===== src/rtl/are_pkg.sv =====
`timescale 1ns / 1ps
// ----------------------------------------------------------------------------
// are_pkg
// Types and constants shared by the ARP resolution engine modules.
// ----------------------------------------------------------------------------
package are_pkg;

  localparam int IP_W  = 32;
  localparam int MAC_W = 48;
  localparam int TTL_W = 24;
  localparam int ID_W  = 16;

  localparam logic [MAC_W-1:0] MAC_BCAST      = {MAC_W{1'b1}};
  localparam logic [TTL_W-1:0] LIFETIME_RESET = 24'd30000;
  localparam logic [TTL_W-1:0] HOLDOFF_RESET  = 24'd5000;
  localparam logic [15:0]      ETH_IPV4       = 16'h0800;
  localparam logic [15:0]      ETH_ARP        = 16'h0806;
  localparam logic [15:0]      ARP_OP_REQUEST = 16'd1;

  localparam logic [1:0] CMD_SEND = 2'd0;
  localparam logic [1:0] CMD_RECV = 2'd1;
  localparam logic [1:0] CMD_TICK = 2'd2;

  localparam logic [2:0] KIND_IPV4    = 3'd0;
  localparam logic [2:0] KIND_REQUEST = 3'd1;
  localparam logic [2:0] KIND_REPLY   = 3'd2;
  localparam logic [2:0] KIND_DELIVER = 3'd3;
  localparam logic [2:0] KIND_DROPPED = 3'd4;

  localparam logic [1:0] REG_OWN_MAC  = 2'd0;
  localparam logic [1:0] REG_OWN_IP   = 2'd1;
  localparam logic [1:0] REG_LIFETIME = 2'd2;
  localparam logic [1:0] REG_HOLDOFF  = 2'd3;

  typedef struct packed {
    logic [1:0]       command;
    logic [IP_W-1:0]  hop_ip;
    logic [ID_W-1:0]  datagram_id;
    logic [MAC_W-1:0] frame_dst_mac;
    logic [15:0]      frame_ether_type;
    logic             payload_ok;
    logic [15:0]      arp_opcode;
    logic [IP_W-1:0]  arp_sender_ip;
    logic [MAC_W-1:0] arp_sender_mac;
    logic [IP_W-1:0]  arp_target_ip;
    logic [TTL_W-1:0] elapsed_ms;
  } in_item_t;

  typedef struct packed {
    logic [2:0]       kind;
    logic [MAC_W-1:0] dst_mac;
    logic [ID_W-1:0]  out_datagram_id;
    logic [IP_W-1:0]  arp_target_ip_out;
    logic [MAC_W-1:0] arp_target_mac_out;
    logic             last;
  } out_item_t;

  typedef struct packed {
    logic wr;
    logic clr;
    logic age;
  } ttl_ctrl_t;

  typedef struct packed {
    logic load;
    logic shift;
    logic take_head;
  } wait_ctrl_t;

endpackage


===== src/rtl/are_wait_cell.sv =====
`timescale 1ns / 1ps
// ----------------------------------------------------------------------------
// are_wait_cell
// One slot of the parked-datagram chain; shifts toward the head on rotate.
// ----------------------------------------------------------------------------
module are_wait_cell (
  input  logic                     clk,
  input  are_pkg::wait_ctrl_t      ctrl,
  input  logic [are_pkg::IP_W-1:0] push_ip,
  input  logic [are_pkg::ID_W-1:0] push_hdl,
  input  logic [are_pkg::IP_W-1:0] next_ip,
  input  logic [are_pkg::ID_W-1:0] next_hdl,
  input  logic [are_pkg::IP_W-1:0] head_ip,
  input  logic [are_pkg::ID_W-1:0] head_hdl,
  input  logic [are_pkg::IP_W-1:0] cmp_key,
  output logic [are_pkg::IP_W-1:0] ip,
  output logic [are_pkg::ID_W-1:0] hdl,
  output logic                     match
);
  import are_pkg::*;

  assign match = (ip == cmp_key);

  always_ff @(posedge clk) begin
    if (ctrl.load) begin
      ip  <= push_ip;
      hdl <= push_hdl;
    end else if (ctrl.shift) begin
      // tail of the live chain takes the head back, the rest take the neighbor
      if (ctrl.take_head) begin
        ip  <= head_ip;
        hdl <= head_hdl;
      end else begin
        ip  <= next_ip;
        hdl <= next_hdl;
      end
    end
  end

endmodule


===== config.mk =====
export PLATFORM = sky130hd
export DESIGN_NAME = are_wait_cell
export DESIGN_NICKNAME = d
export VERILOG_FILES = /design/src/rtl/are_pkg.sv /design/src/rtl/are_wait_cell.sv
export SDC_FILE = /design/constraint.sdc
export NUM_CORES = 1
export LEC_CHECK = 0
export BUFFER_PORTS_ARGS = -buffer_cell sky130_fd_sc_hd__clkbuf_2
export CAP_MARGIN = 20
export CORE_ASPECT_RATIO = 1.2
export CORE_MARGIN = 10
export CORE_UTILIZATION = 36
export CTS_CLUSTER_SIZE = 10
export DETAILED_ROUTE_END_ITERATION = 8
export GPL_TIMING_DRIVEN = 1
export PLACE_DENSITY = 0.86
export SYNTH_ARGS = -nofsm -noshare
export SYNTH_HDL_FRONTEND = slang
export SYNTH_SLANG_ARGS = --single-unit

===== constraint.sdc =====
create_clock -name clk -period 1.91 [get_ports clk]
set_input_delay 0.2865 -clock clk [delete_from_list [all_inputs] [get_ports clk]]
set_output_delay 0.2865 -clock clk [all_outputs]
set_load 0.01 [all_outputs]

==> flow_summary.toml <==
[clocking]
clock_sinks = 48
cts_root_buf = "clkbuf_8"
numCtsBuffers = 5
cts_tree = "done"
cts_max_level = 2
clkSlewWorstSetupHoldPaths_ps = 80
clock_path_buffers = 2

[worst_setup_path]
path_cells = "xor2_1 > nor4_2 > buf_4 > nand4_1 > nor2_1 > buf_2"
required_ps = 1620
setup.worst_path.start_class = "register"
arrival_ps = 1700
max_stage_delay_ps = 420
crit_fanout = 2
crit_type = "register to primary output"
worstSetupEndpointType = "primary output"
critPathSlowestCell = "edfxtp_1"

[layout]
fillCellCount = 710
mostFrequentLayoutCell = "clkbuf_2"
drive_gt1_share_pct = 51.2
most-common-layout-cells = "226 x clkbuf_2, 48 x mux2i_1, 48 x nand2_1, 48 x edfxtp_1, 32 x xor2_1"
nets = 661
area_delta_synth_final_pct = 46.1
diodes = 0

[route]
drt_wl_total_mm = 10.0
vias_per_cell = 4.80
ant_nets = 0
drc = 0
vias = 2754
wire_per_inst_um = 17.5
drt_iter0_drc = 86
firstDrtPassIters = 4

[global_route]
antenna_found_initial = 0
grt_overflow = 0
grt_pass1_vias = 3034
grt_usage_pct = 15.8
grt_max_degree = 49
grt_pass1_wl_mm = 14.8

[synthesis]
yosysUniqueCellTypes = 15
synth_area_leaders = "edfxtp_1 51%, mux2i_1 17%, xor2_1 9.9%, nand2_1 6.4%, o21ai_0 4.9%"
synth_seq_cells = 48
synth_top_cell_area_share_pct = 50.9
synth.avg_cell_area_um2 = 11.2
syn_nets = 433
yosys.area.top_type = "edfxtp_1"
syn_area_mm2 = 0.00283
yosysWarnings = 0
synth_seq_area_share_pct = 50.9
syn_inst = 253

[sta]
hold_slack_ps = 269
hold_viol_final = 0
maxSlewViolCount = 0
rsz0062_at_grt = "yes"
max_freq_mhz = 502
max-slew-margin-rel_pct = 73.9
setup_violations = 1
finalWorstSetupSlack_ps = -81.3
worstMarginPinSlew_ps = 391
post-route-period-util_pct = 104
min_period_ps = 1990

[run_status]
status = "finished with violations"
violations = "negative setup slack"

[power]
static-leakage-power_nw = 2.14
p_per_area_mw_per_mm2 = 646
finalPower_mw = 2.67
ir_drop_mv = 0.353

[floorplan]
die_w_um = 101
die_y_um = 117
coreArea_mm2 = 0.00766
dieArea_mm2 = 0.0118
initial_core_util_pct = 37.0
row_count = 35
io_pins = 229

[placement]
place.gp.congestion = 0.871
place_hpwl_mm = 8.66
numPortBuffers = 228

[worst_hold_path]
hold_class = "input pin to register"

[run]
drv_cap = 0
synthesized netlist by cell type:
| cell type | count |
|---|---|
| nand2_1 | 48 |
| or2_2 | 1 |
| buf_6 | 2 |
| edfxtp_1 | 48 |
| clkbuf_1 | 6 |
| mux2i_1 | 48 |
| nor4_1 | 8 |
| nand4_1 | 2 |
| nor2_1 | 1 |
| buf_2 | 5 |
| xor2_1 | 32 |
| o21ai_1 | 20 |
| buf_4 | 1 |
| o21ai_0 | 28 |
| buf_12 | 3 |
state kept, by name, summed over array words and instances (netlist names):
| signal | count |
|---|---|
| hdl | 16 |
| ip | 32 |
critical path: cells and delay by family (launching register included):
family                    cells  cell delay [ps]
DFF                           1              420
buffers and inverters         2              300
xor gates and xnor gates      1              170
and+or+nand+nor               3              530
final timing paths:
path	startpoint	cells past startpoint	to	slack (ps)
hold / removal	push_hdl[4]	3	hdl[4]$_DFFE_PP_	270
setup / recovery	ip[6]$_DFFE_PP_	6	match	-80
power breakdown:
group          switching, mW  internal (mW)
clock                  0.324          0.256
combinational          0.362          0.353
sequential            0.0696           1.31
total                  0.756           1.92
routing by layer:
| metal | global-route usage, % | vias up | part of all wire, % |
|---|---|---|---|
| met5 | 0 | - | 0 |
| met4 | 3.81 | 0 | 1.1 |
| met3 | 5.81 | 9 | 10 |
| met2 | 30.5 | 137 | 55 |
| met1 | 15.3 | 1244 | 34 |
| li1 | - | 1364 | - |
layout make-up:
cell class / count / area (um2) / area share [%]
flip-flops and latches: 48 / 1440 / 34.8
well taps: 92 / 115 / 2.78
clock buffers: 7 / 76.3 / 1.84
multi-input cells: 188 / 1270 / 30.8
clock inverters: 1 / 3.75 / 0.0907
repair buffers: 238 / 1230 / 29.7
cells by family (layout without fill, tap and decap cells):
family,count (synthesis),after routing,synth area share (%)
compound gates,48,48,8.48
flops,48,48,50.9
buf+inv,17,246,4.86
xor+xnor,32,32,9.89
simple gates,60,60,8.92
mux,48,48,17.0
through the flow:
step | instances | TNS (ps) | util (%) | setup WS (ps) | area, um2
after detailed placement | 564 | 0 | 52.5 | 32.2 | 4020
after floorplan | 253 | 0 | - | 290 | 2830
after CTS | 573 | -170 | 53.8 | -170 | 4120
final | 574 | -81.3 | 54.0 | -81.3 | 4140
after global routing | 574 | -232 | 54.0 | -232 | 4140
after global placement | 564 | 0 | 52.5 | 43.7 | 4020
repair_timing:
item / in CTS / in global routing
endpoints found under the hold margin: 0 / 0
gates resized for setup: 2 / 2
buffers inserted: 1 / 1
hold buffers: 0 / 0
setup endpoints to repair: 1 / 1
pin swaps: 2 / 1
Note: power is estimated with default switching activity, not from simulation.
