**src/rtl/are_pkg.sv**
```systemverilog
`timescale 1ns / 1ps
// ----------------------------------------------------------------------------
// are_pkg
// Types and constants shared by the ARP resolution engine modules.
// ----------------------------------------------------------------------------
package are_pkg;

  localparam int IP_W  = 32;
  localparam int MAC_W = 48;
  localparam int TTL_W = 24;
  localparam int ID_W  = 16;

  localparam logic [MAC_W-1:0] MAC_BCAST      = {MAC_W{1'b1}};
  localparam logic [TTL_W-1:0] LIFETIME_RESET = 24'd30000;
  localparam logic [TTL_W-1:0] HOLDOFF_RESET  = 24'd5000;
  localparam logic [15:0]      ETH_IPV4       = 16'h0800;
  localparam logic [15:0]      ETH_ARP        = 16'h0806;
  localparam logic [15:0]      ARP_OP_REQUEST = 16'd1;

  localparam logic [1:0] CMD_SEND = 2'd0;
  localparam logic [1:0] CMD_RECV = 2'd1;
  localparam logic [1:0] CMD_TICK = 2'd2;

  localparam logic [2:0] KIND_IPV4    = 3'd0;
  localparam logic [2:0] KIND_REQUEST = 3'd1;
  localparam logic [2:0] KIND_REPLY   = 3'd2;
  localparam logic [2:0] KIND_DELIVER = 3'd3;
  localparam logic [2:0] KIND_DROPPED = 3'd4;

  localparam logic [1:0] REG_OWN_MAC  = 2'd0;
  localparam logic [1:0] REG_OWN_IP   = 2'd1;
  localparam logic [1:0] REG_LIFETIME = 2'd2;
  localparam logic [1:0] REG_HOLDOFF  = 2'd3;

  typedef struct packed {
    logic [1:0]       command;
    logic [IP_W-1:0]  hop_ip;
    logic [ID_W-1:0]  datagram_id;
    logic [MAC_W-1:0] frame_dst_mac;
    logic [15:0]      frame_ether_type;
    logic             payload_ok;
    logic [15:0]      arp_opcode;
    logic [IP_W-1:0]  arp_sender_ip;
    logic [MAC_W-1:0] arp_sender_mac;
    logic [IP_W-1:0]  arp_target_ip;
    logic [TTL_W-1:0] elapsed_ms;
  } in_item_t;

  typedef struct packed {
    logic [2:0]       kind;
    logic [MAC_W-1:0] dst_mac;
    logic [ID_W-1:0]  out_datagram_id;
    logic [IP_W-1:0]  arp_target_ip_out;
    logic [MAC_W-1:0] arp_target_mac_out;
    logic             last;
  } out_item_t;

  typedef struct packed {
    logic wr;
    logic clr;
    logic age;
  } ttl_ctrl_t;

  typedef struct packed {
    logic load;
    logic shift;
    logic take_head;
  } wait_ctrl_t;

endpackage

```
**src/rtl/are_ttl_cell.sv**
```systemverilog
`timescale 1ns / 1ps
// ----------------------------------------------------------------------------
// are_ttl_cell
// One entry of a timed table: key, time to live, valid, key compare, aging.
// ----------------------------------------------------------------------------
module are_ttl_cell (
  input  logic                    clk,
  input  logic                    rst,
  input  are_pkg::ttl_ctrl_t      ctrl,
  input  logic [are_pkg::IP_W-1:0]  key_in,
  input  logic [are_pkg::TTL_W-1:0] ttl_in,
  input  logic [are_pkg::IP_W-1:0]  cmp_key,
  input  logic [are_pkg::TTL_W-1:0] elapsed,
  output logic                    valid,
  output logic                    match,
  output logic [are_pkg::TTL_W-1:0] ttl
);
  import are_pkg::*;

  logic [IP_W-1:0] key;

  assign match = valid && (key == cmp_key);

  always_ff @(posedge clk) begin
    if (rst) begin
      valid <= 1'b0;
    end else if (ctrl.wr) begin
      valid <= 1'b1;
    end else if (ctrl.clr && match) begin
      valid <= 1'b0;
    end else if (ctrl.age && valid && ttl <= elapsed) begin
      valid <= 1'b0;
    end
  end

  always_ff @(posedge clk) begin
    if (ctrl.wr) begin
      key <= key_in;
      ttl <= ttl_in;
    end else if (ctrl.age && valid && ttl > elapsed) begin
      ttl <= ttl - elapsed;
    end
  end

endmodule

```
**config.mk**
```make
export PLATFORM = sky130hd
export DESIGN_NAME = are_ttl_cell
export DESIGN_NICKNAME = d
export VERILOG_FILES = /design/src/rtl/are_pkg.sv /design/src/rtl/are_ttl_cell.sv
export SDC_FILE = /design/constraint.sdc
export NUM_CORES = 1
export LEC_CHECK = 0
export CAP_MARGIN = 20
export CORE_UTILIZATION = 40
export CTS_CLUSTER_SIZE = 25
export DETAILED_ROUTE_END_ITERATION = 7
export DONT_BUFFER_PORTS = 1
export PLACE_DENSITY_LB_ADDON = 0.2
export SYNTH_ARGS = -nofsm -noshare
export SYNTH_HDL_FRONTEND = slang
export SYNTH_SLANG_ARGS = --single-unit
```
**constraint.sdc**
```tcl
create_clock -name clk -period 3.05 [get_ports clk]
set_input_delay 0.1525 -clock clk [delete_from_list [all_inputs] [get_ports clk]]
set_output_delay 0.1525 -clock clk [all_outputs]
set_load 0.1 [all_outputs]
```
==> flow_metrics.py, run 1 <==
metrics = {
    "status": {
        "status": "completed",
    },
    "global_route": {
        "grtUsageTotal_pct": 19.8,
        "grt_pass1_vias": 3269,
        "grt_max_degree": 44,
        "grt_overflow": 0,
        "antenna_found_initial": 0,
        "grt_pass1_wl_um": 15800,
    },
    "synthesis": {
        "ys_seq_elements": 57,
        "yosysTopAreaCell": "edfxtp_1",
        "synth_area_leaders": "edfxtp_1 (42%), ha_1 (7.4%), xnor2_1 (5.0%), xor2_1 (3.7%), inv_1 (3.4%)",
        "synth-seq-area-share_pct": 42.0,
        "synth_area_um2": 4050,
        "syn_inst": 409,
        "ys_types": 65,
        "synth_top_cell_area_share_pct": 41.5,
        "avgSynthCellArea_um2": 9.91,
        "synth_flop_cell": "edfxtp_1",
        "synth_warnings": 0,
        "synthArstFlopShare_pct": 0,
        "synth_fp_nets": 551,
        "synth_edf_count": 56,
    },
    "worst_setup_path": {
        "cpLargestDelayFamily": "compound AO/OA/AOI/OAI gates",
        "rr_worst_depth": 10,
        "endpoint_kind": "flip-flop",
        "path_class": "reg -> reg",
        "startpoint": "ttl[0]",
        "slowest_stage": "a41o_2",
        "r2r-start": "ttl[0]",
        "path_depth": 10,
        "ff2ff_setup_slack_ns": 0.21,
        "path_buf_inv": 2,
        "worst_ep_required_time_ns": 3.06,
        "crit_end": "ttl[16]",
        "path_cells": "inv_1, ha_1, inv_1, fa_1, a211oi_1, nor2_2, o211ai_2, nand2_1, a21o_1, a41o_2",
        "critPathLaunchType": "flip-flop",
        "rr_endpoint": "ttl[16]",
        "worst-path-max-fanout": 24,
        "cpMostUsedCell": "inv_1",
        "critical-path-max-stage-delay_ns": 0.50,
        "crit_arrival_ns": 2.85,
    },
    "timing": {
        "rsz0062_at_grt": "no",
        "hold_viol": 0,
        "worstMarginPinSlew_ns": 0.600,
        "final.min_clock_period_ns": 2.84,
        "relSlewSlack_pct": 60.0,
        "finalSetupViolations": 0,
        "fmax_mhz": 352,
        "drv_slew": 0,
        "skew_ns": 0.00847,
        "finalCritPeriodShare_pct": 93.2,
    },
    "cells_and_area": {
        "multi_input_area_um2": 2170,
        "nNetsFinal": 613,
        "layout_commonest_cell": "edfxtp_1",
        "final_cell_mix": "edfxtp_1 (56), inv_1 (37), dlygate4sd3_1 (37)",
        "fin_cells": 609,
        "syn_to_final_growth_pct": 22.1,
        "antennaDiodeCount": 0,
        "regArea_um2": 1700,
        "fillers": 943,
        "drive_above_1_share_pct": 13.2,
    },
    "drt": {
        "drt_wl_total_um": 10300,
        "wl_per_cell_um": 16.9,
        "firstDrtPassIters": 4,
        "drt_iter0_markers": 129,
        "antenna_left": 0,
        "drc_errors": 0,
        "viasPerCell": 5.55,
        "via_count": 3380,
    },
    "clock_network": {
        "clock_sinks": 57,
        "post-cts-setup-buffer-count": 0,
        "post_cts_resized": 0,
        "tritoncts": "done",
        "cts-htree-levels": 3,
        "clk_pin_slew_worst_paths_ns": 0.07,
        "cts_max_path_buffers": 2,
        "cts-root-buf": "clkbuf_8",
        "cts_buffers": 9,
        "clk_latency_ns": 0.33,
    },
    "power": {
        "p_leak_nw": 1.92,
        "power_mw": 2.97,
        "ir_drop_v": 0.000276,
        "power_density_nw_per_um2": 601,
    },
    "floorplanning": {
        "placementRows": 36,
        "ios": 143,
        "die_y_um": 103,
        "dieWidth_um": 103,
        "initial_core_util_pct": 41.4,
        "core_area_um2": 9770,
        "die_area_um2": 10500,
    },
    "placement": {
        "placedCellCount": 555,
        "gp_congestion": 0.837,
        "port-buffer-count": 0,
        "dp_hpwl_um": 7650,
    },
    "min_path": {
        "whs_path_depth": 2,
        "hold_path_class": "in -> reg",
    },
    "run": {
        "maxCapViolCount": 0,
    },
}
==> cell usage after synthesis (5+ instances only) <==
cell type	number
a211oi_1	5
a21oi_1	20
nor2_1	28
edfxtp_1	56
nand2_1	32
a21o_1	5
inv_1	37
xor2_1	17
nand4_1	15
o21a_1	5
clkbuf_1	11
nand2b_1	8
nor4_1	6
ha_1	24
nor3_1	8
o211ai_1	6
xnor2_1	23
o21ai_0	21
nand3_1	6
==> cell type report <==
cell class,count,share of cell area (%)
tap,133,3.36
clock buffer,10,2.58
multi-input combinational,302,43.8
inverter,37,2.81
sequential,57,34.4
clock inverter,6,1.19
timing repair buffer,64,11.8
==> per-stage QoR <==
step	util [%]	setup TNS [ns]	hold WS [ns]	instance area [µm²]	setup WS, ns
floorplan	-	-0.0757	0.251	4060	-0.0757
global placement	44.7	0	0.251	4370	0.303
detailed placement	44.7	0	0.251	4370	0.197
CTS	50.6	0	0.000333	4950	0.176
global route	50.6	0	0.00847	4950	0.0233
finish	50.6	0	0.0185	4950	0.206
==> power breakdown <==
| part | switching, mW | leakage (nW) | internal (mW) |
|---|---|---|---|
| Combinational | 0.852 | 1.27 | 0.401 |
| Clock | 0.323 | 0.0897 | 0.372 |
| Sequential | 0.0481 | 0.558 | 0.977 |
| Total | 1.22 | 1.92 | 1.75 |
==> registers in the layout (all words and copies together), names as in the netlist <==
| name | flops |
|---|---|
| ttl | 24 |
| valid | 1 |
| key | 32 |
==> logic make-up (layout without fill, tap and decap cells) <==
logic type                 Yosys count  in the layout  share of synthesized area (%)
and+or+nand+nor                    126            126                           16.0
muxes                                4              4                           1.05
AOI/OAI and AO/OA                  107            107                           19.5
xor gates and xnor gates            40             40                           8.65
buffers and inverters               50            117                           4.85
DFF                                 57             57                           42.0
adders and majority gates           25             25                           7.91
==> worst min path at each step <==
stage	start	slack, ns	to
floorplan	key_in[0]	0.25	key[0]
finish	ttl_in[8]	0.02	ttl[8]
CTS	ttl_in[8]	0.0003	ttl[8]
global placement	key_in[23]	0.25	key[23]
detailed placement	key_in[20]	0.25	key[20]
global route	ttl_in[13]	0.008	ttl[13]
==> timing repair <==
action / in CTS / in global routing
endpoints found under the hold margin: 69 / 0
setup endpoints to repair: 0 / 0
hold buffers: 38 / 0
==> routing by layer <==
layer	vias to the layer above	global-route usage, %	wire (µm)
li1	1643	-	-
met1	1610	27.3	4670
met2	112	30.9	4880
met3	15	3.46	613
met4	0	7.36	155
met5	-	0	0
Note: power is estimated with default switching activity, not from simulation.
==> run 2: changes to the inputs <==
Settings changed: PLACE_DENSITY set to 0.55, PLACE_DENSITY_LB_ADDON 0.2 to unset.
==> run 2 against run 1 <==
Net effect: maximum frequency increased by 5.2%; register-to-register slack gained 0.14 ns; combinational power hardly changed; critical path depth did not move; non-clock buffer count increased by 5; global-route usage grew 0.86 points; worst hold slack got worse by 0.0015 ns; sequential power barely moved; largest power group unchanged; highest routed layer unchanged.
==> flow_metrics.py, run 2 (synthesis results as in run 1) <==
metrics = {
    "status": {
        "status": "completed",
    },
    "clock_network": {
        "cts-root-buf": "clkbuf_8",
        "clk_pin_slew_worst_paths_ns": 0.07,
        "cts-htree-levels": 3,
        "cts_buffers": 9,
        "post-cts-setup-buffer-count": 0,
        "clk_latency_ns": 0.34,
        "cts_max_path_buffers": 2,
        "tritoncts": "done",
        "clock_sinks": 57,
    },
    "worst_setup_path": {
        "crit_arrival_ns": 2.75,
        "rr_worst_depth": 10,
        "crit_end": "ttl[23]",
        "critPathLaunchType": "flip-flop",
        "path_class": "reg -> reg",
        "worst_ep_required_time_ns": 3.10,
        "ff2ff_setup_slack_ns": 0.35,
        "cpLargestDelayFamily": "compound AO/OA/AOI/OAI gates",
        "path_cells": "inv_1, ha_1, inv_1, fa_1, a211oi_1, nor2_2, o211ai_2, nand2_1, a21o_1, a41o_4",
        "path_buf_inv": 2,
        "r2r-start": "ttl[0]",
        "startpoint": "ttl[0]",
        "endpoint_kind": "flip-flop",
        "critical-path-max-stage-delay_ns": 0.42,
        "rr_endpoint": "ttl[23]",
        "cpMostUsedCell": "inv_1",
        "path_depth": 10,
        "slowest_stage": "fa_1",
        "worst-path-max-fanout": 24,
    },
    "drt": {
        "via_count": 3347,
        "wl_per_cell_um": 17.1,
        "firstDrtPassIters": 4,
        "viasPerCell": 5.45,
        "drt_iter0_markers": 137,
        "antenna_left": 0,
        "drc_errors": 0,
        "drt_wl_total_um": 10500,
    },
    "global_route": {
        "grt_overflow": 0,
        "grt_pass1_vias": 3284,
        "grt_max_degree": 44,
        "grt_util_met1_pct": 27.2,
        "grtUsageTotal_pct": 20.6,
        "grt_use_met2_pct": 32.2,
        "antenna_found_initial": 0,
        "grt_pass1_wl_um": 16300,
        "grt.busiest_layer": "met2",
        "grt_use_met3_pct": 4.61,
    },
    "floorplanning": {
        "die_area_um2": 10500,
        "ios": 143,
        "die_y_um": 103,
        "core_area_um2": 9770,
        "initial_core_util_pct": 41.4,
        "placementRows": 36,
        "dieWidth_um": 103,
    },
    "timing": {
        "skew_ns": 0.00965,
        "finalSetupViolations": 0,
        "drv_slew": 0,
        "finalCritPeriodShare_pct": 88.6,
        "hold_viol": 0,
        "rsz0062_at_grt": "no",
        "final.min_clock_period_ns": 2.70,
        "setup-tns-final_ns": 0,
        "relSlewSlack_pct": 58.9,
        "worstMarginPinSlew_ns": 0.615,
        "fmax_mhz": 370,
    },
    "cells_and_area": {
        "largest_reg_flops": 32,
        "drive_above_1_share_pct": 13.3,
        "layout_commonest_cell": "edfxtp_1",
        "final_cell_mix": "edfxtp_1 (56), dlygate4sd3_1 (41), inv_1 (37)",
        "fin_cells": 614,
        "regMostFlops": "key",
        "syn_to_final_growth_pct": 23.6,
        "nNetsFinal": 618,
        "design_area_um2": 5010,
        "antennaDiodeCount": 0,
        "top_regs": "key: 32 flops, ttl: 24 flops, valid: 1 flops",
    },
    "placement": {
        "post_dp_cell_area_um2": 4380,
        "gp_congestion": 0.842,
        "placedCellCount": 556,
        "dp_hpwl_um": 7630,
        "port-buffer-count": 0,
    },
    "power": {
        "ir_drop_v": 0.000245,
        "power_density_nw_per_um2": 596,
        "p_leak_nw": 1.95,
    },
    "run": {
        "maxCapViolCount": 0,
    },
    "min_path": {
        "hold_path_class": "in -> reg",
    },
}
run 2: worst min-delay path by stage:
| stage | from | cells after the start | end | slack, ns |
|---|---|---|---|---|
| floorplan | key_in[0] | 0 | key[0] | 0.25 |
| global placement | key_in[25] | 0 | key[25] | 0.25 |
| detailed placement | key_in[8] | 0 | key[8] | 0.25 |
| CTS | ttl_in[18] | 2 | ttl[18] | 0.002 |
| global route | ttl_in[18] | 2 | ttl[18] | 0.008 |
| finish | ttl_in[18] | 2 | ttl[18] | 0.02 |
run 2: per-stage QoR:
stage	setup slack, ns	util (%)	hold WS, ns	total power, mW
global route	0.109	51.2	0.00780	3.14
finish	0.347	51.2	0.0170	2.98
detailed placement	0.197	44.8	0.251	2.24
floorplan	-0.0757	-	0.251	2.02
CTS	0.161	51.1	0.00177	3.00
global placement	0.301	44.8	0.251	2.23
run 2: final cells by class:
type | count | area (µm²)
timing repair buffer | 69 | 633
clock buffer | 10 | 128
inverter | 37 | 139
fill | 931 | 4770
multi-input combinational | 302 | 2180
tap | 133 | 166
clock inverter | 6 | 58.8
sequential | 57 | 1700
run 2: power breakdown:
group / internal, mW / leakage, nW / switching (mW)
registers: 0.977 / 0.558 / 0.0480
clock network: 0.371 / 0.0897 / 0.323
logic: 0.407 / 1.30 / 0.855
total: 1.76 / 1.95 / 1.23
run 2: repair_timing:
item | CTS | global route
endpoints found under the hold margin | 73 | 0
endpoints found under the setup margin | 0 | 24
hold buffers | 42 | 0
resized for setup | 0 | 1
run 2: layer usage:
metal  wire [µm]  vias up  part of all wire, %
met2        4960      117                   47
met5           0        -                    0
met3         628       17                  6.0
met4         208        0                  2.0
li1            -     1650                    -
met1        4720     1563                   45
==> run 3: changes to the inputs <==
Settings changed: ABC_AREA set to 1, GPL_TIMING_DRIVEN set to 0.
==> run 3 against run 2 <==
Net effect: cell area grew 7.8%; core utilization increased by 0.37 points; critical path type unchanged; first-iteration DRC count rose by 26%.
==> flow_metrics.py, run 3 <==
metrics = {
    "status": {
        "status": "completed",
    },
    "power": {
        "p_int_mw": 1.76,
        "ir_drop_v": 0.000475,
        "p_leak_nw": 2.62,
        "clkPwrFrac_pct": 26.7,
        "power_density_nw_per_um2": 557,
        "p_sw_mw": 1.25,
        "netSwitchingFraction_pct": 41.6,
        "pwr-share-comb_pct": 28.3,
        "seqPwrFrac_pct": 45.0,
        "power_mw": 3.01,
    },
    "clock_network": {
        "cts-root-buf": "clkbuf_8",
        "cts_max_path_buffers": 2,
        "cts-htree-levels": 3,
        "clk_latency_ns": 0.37,
        "tritoncts": "done",
        "clock_sinks": 57,
        "clk_pin_slew_worst_paths_ns": 0.07,
        "cts_buffers": 9,
    },
    "worst_setup_path": {
        "endpoint_kind": "flip-flop",
        "path_cells": "inv_1, ha_1, inv_1, fa_1, nand2_1, nand2_2, nand3_2, nand2_4, nand2_1, nand3_1, nand2_2, o21ai_4, buf_12",
        "slowest_stage": "edfxtp_1",
        "worst-path-max-fanout": 12,
        "crit_arrival_ns": 2.99,
        "cpLargestDelayFamily": "flip-flops",
        "path_buf_inv": 3,
        "critPathLaunchType": "flip-flop",
        "path_depth": 13,
        "path_class": "reg -> reg",
        "critical-path-max-stage-delay_ns": 0.97,
        "worst_ep_required_time_ns": 3.13,
        "rr_worst_depth": 13,
    },
    "cells_and_area": {
        "syn_to_final_growth_pct": 23.2,
        "antennaDiodeCount": 0,
        "nNetsFinal": 819,
        "layout_commonest_cell": "nand2_1",
        "regMostFlops": "key",
        "drive_above_1_share_pct": 9.38,
        "fillers": 1065,
        "final_cell_mix": "nand2_1 (195), inv_1 (111), edfxtp_1 (56)",
        "regArea_um2": 1700,
        "top_regs": "key: 32 flops, ttl: 24 flops, valid: 1 flops",
        "largest_reg_flops": 32,
        "multi_input_area_um2": 2270,
    },
    "timing": {
        "fmax_mhz": 344,
        "setup-tns-final_ns": 0,
        "skew_ns": 0.00550,
        "final.min_clock_period_ns": 2.91,
        "finalSetupViolations": 0,
        "hold_viol": 0,
        "finalCritPeriodShare_pct": 95.4,
        "worstMarginPinSlew_ns": 1.13,
        "drv_slew": 0,
        "relSlewSlack_pct": 24.6,
        "rsz0062_at_grt": "no",
    },
    "placement": {
        "port-buffer-count": 0,
        "dp_hpwl_um": 9350,
        "gp_congestion": 0.921,
    },
    "global_route": {
        "grt_overflow": 0,
        "grt_max_degree": 33,
        "grt_pass1_vias": 4226,
        "antenna_found_initial": 0,
        "grtUsageTotal_pct": 23.0,
        "grt_pass1_wl_um": 19600,
    },
    "synthesis": {
        "synth_fp_nets": 749,
        "synth_area_um2": 4380,
        "ys_seq_elements": 57,
        "synth_area_leaders": "edfxtp_1 (38%), nand2_1 (17%), inv_1 (9.5%), ha_1 (6.9%), nor2_1 (4.5%)",
        "yosys-top-cells-count": "nand2_1 (196), inv_1 (111), edfxtp_1 (56)",
        "yosysTopAreaCell": "edfxtp_1",
        "synth-seq-area-share_pct": 38.8,
        "synth_edf_count": 56,
        "synthArstFlopShare_pct": 0,
        "synth_flop_cell": "edfxtp_1",
        "avgSynthCellArea_um2": 7.22,
        "synth_most_common_cell": "nand2_1",
        "ys_types": 40,
        "syn_inst": 607,
        "synth_top_cell_area_share_pct": 38.4,
        "synth_warnings": 0,
    },
    "floorplanning": {
        "initial_core_util_pct": 41.9,
        "ios": 143,
        "core_area_um2": 10500,
        "placementRows": 37,
        "dieWidth_um": 107,
        "die_area_um2": 11400,
        "die_y_um": 107,
    },
    "drt": {
        "wl_per_cell_um": 15.1,
        "drt_wl_total_um": 12300,
        "viasPerCell": 5.01,
        "drt_iter0_markers": 172,
        "drc_errors": 0,
        "via_count": 4096,
        "firstDrtPassIters": 5,
        "antenna_left": 0,
    },
    "min_path": {
        "whs_path_depth": 2,
        "hold_path_class": "in -> reg",
    },
    "run": {
        "maxCapViolCount": 0,
    },
}
run 3: cell count changes in the layout (fill, tap and decap cells not counted), moves of 5 or more:
cell,previous run,this run
nand2_1,32,195
inv_1,37,111
nand3_1,6,31
buf_4,27,3
nor2_1,28,51
xnor2_1,23,5
nand2_2,0,14
dlygate4sd3_1,41,54
xor2_1,17,5
nand2b_1,8,0
o21ai_0,21,14
a21oi_1,20,26
o211ai_1,6,1
or2_1,0,5
run 3: timing repair:
item,CTS,global route
setup endpoints to repair,24,24
hold endpoints to repair,85,0
gates cloned,1,0
gates resized for setup,1,2
pin swaps,2,0
buffers inserted,3,0
hold buffers,55,0
run 3: cell families (layout without fill, tap and decap cells):
| group | count (synthesis) | count (layout) | synth area share (%) |
|---|---|---|---|
| XOR/XNOR | 10 | 10 | 2.00 |
| adder cells (fa/ha/maj) | 25 | 25 | 7.31 |
| flip-flops | 57 | 57 | 38.8 |
| AO/OA/AOI/OAI | 61 | 62 | 8.36 |
| AND/OR/NAND/NOR | 336 | 336 | 33.3 |
| buffers and inverters | 118 | 192 | 10.2 |
run 3: final cells by class:
class	count	area share (%)
Clock inverter	5	1.48
Multi-Input combinational cell	433	42.1
Timing Repair Buffer	58	11.0
Tap cell	136	3.15
Sequential cell	57	31.5
Inverter	113	7.86
Clock buffer	11	2.43
Buffer	5	0.440
run 3: per-stage QoR:
stage	cells	cell area (µm²)	utilization (%)	hold WS, ns	setup WS (ns)
2_1_floorplan	607	4390	-	0.215	0.196
3_3_place_gp	743	4560	43.6	0.216	-0.200
3_5_place_dp	743	4570	43.6	0.217	-0.257
4_1_cts	818	5390	51.5	0.0000150	0.115
5_1_grt	818	5400	51.6	0.00705	0.00774
6_report	818	5400	51.6	0.0129	0.140
run 3: routing by layer:
metal  part of all wire [%]  track usage [%]
met2                     51             42.2
met5                      0                0
met3                    7.6             8.63
met1                     39             23.3
met4                    2.6             9.59
run 3: power by group through the flow:
stage	registers (mW)	logic (mW)	clock network, mW
6_report	1.35	0.852	0.803
2_1_floorplan	1.35	0.604	0
4_1_cts	1.35	0.850	0.829
3_5_place_dp	1.37	0.763	0
5_1_grt	1.36	0.969	0.862
3_3_place_gp	1.37	0.758	0
run 3: final timing paths:
kind	end	slack [ns]	start
max	ttl[14]	0.14	ttl[0]
max reg2reg	ttl[14]	0.14	ttl[0]
min	ttl[22]	0.01	ttl_in[22]
min reg2reg	valid	0.90	key[12]
run 3: worst register-to-register path: stages, from the launching register on:
cell	delay, ns
edfxtp_1	0.97
inv_1	0.12
ha_1	0.22
inv_1	0.08
fa_1	0.19
nand2_1	0.09
nand2_2	0.10
nand3_2	0.10
nand2_4	0.12
nand2_1	0.07
nand3_1	0.10
nand2_2	0.11
o21ai_4	0.18
buf_12	0.17
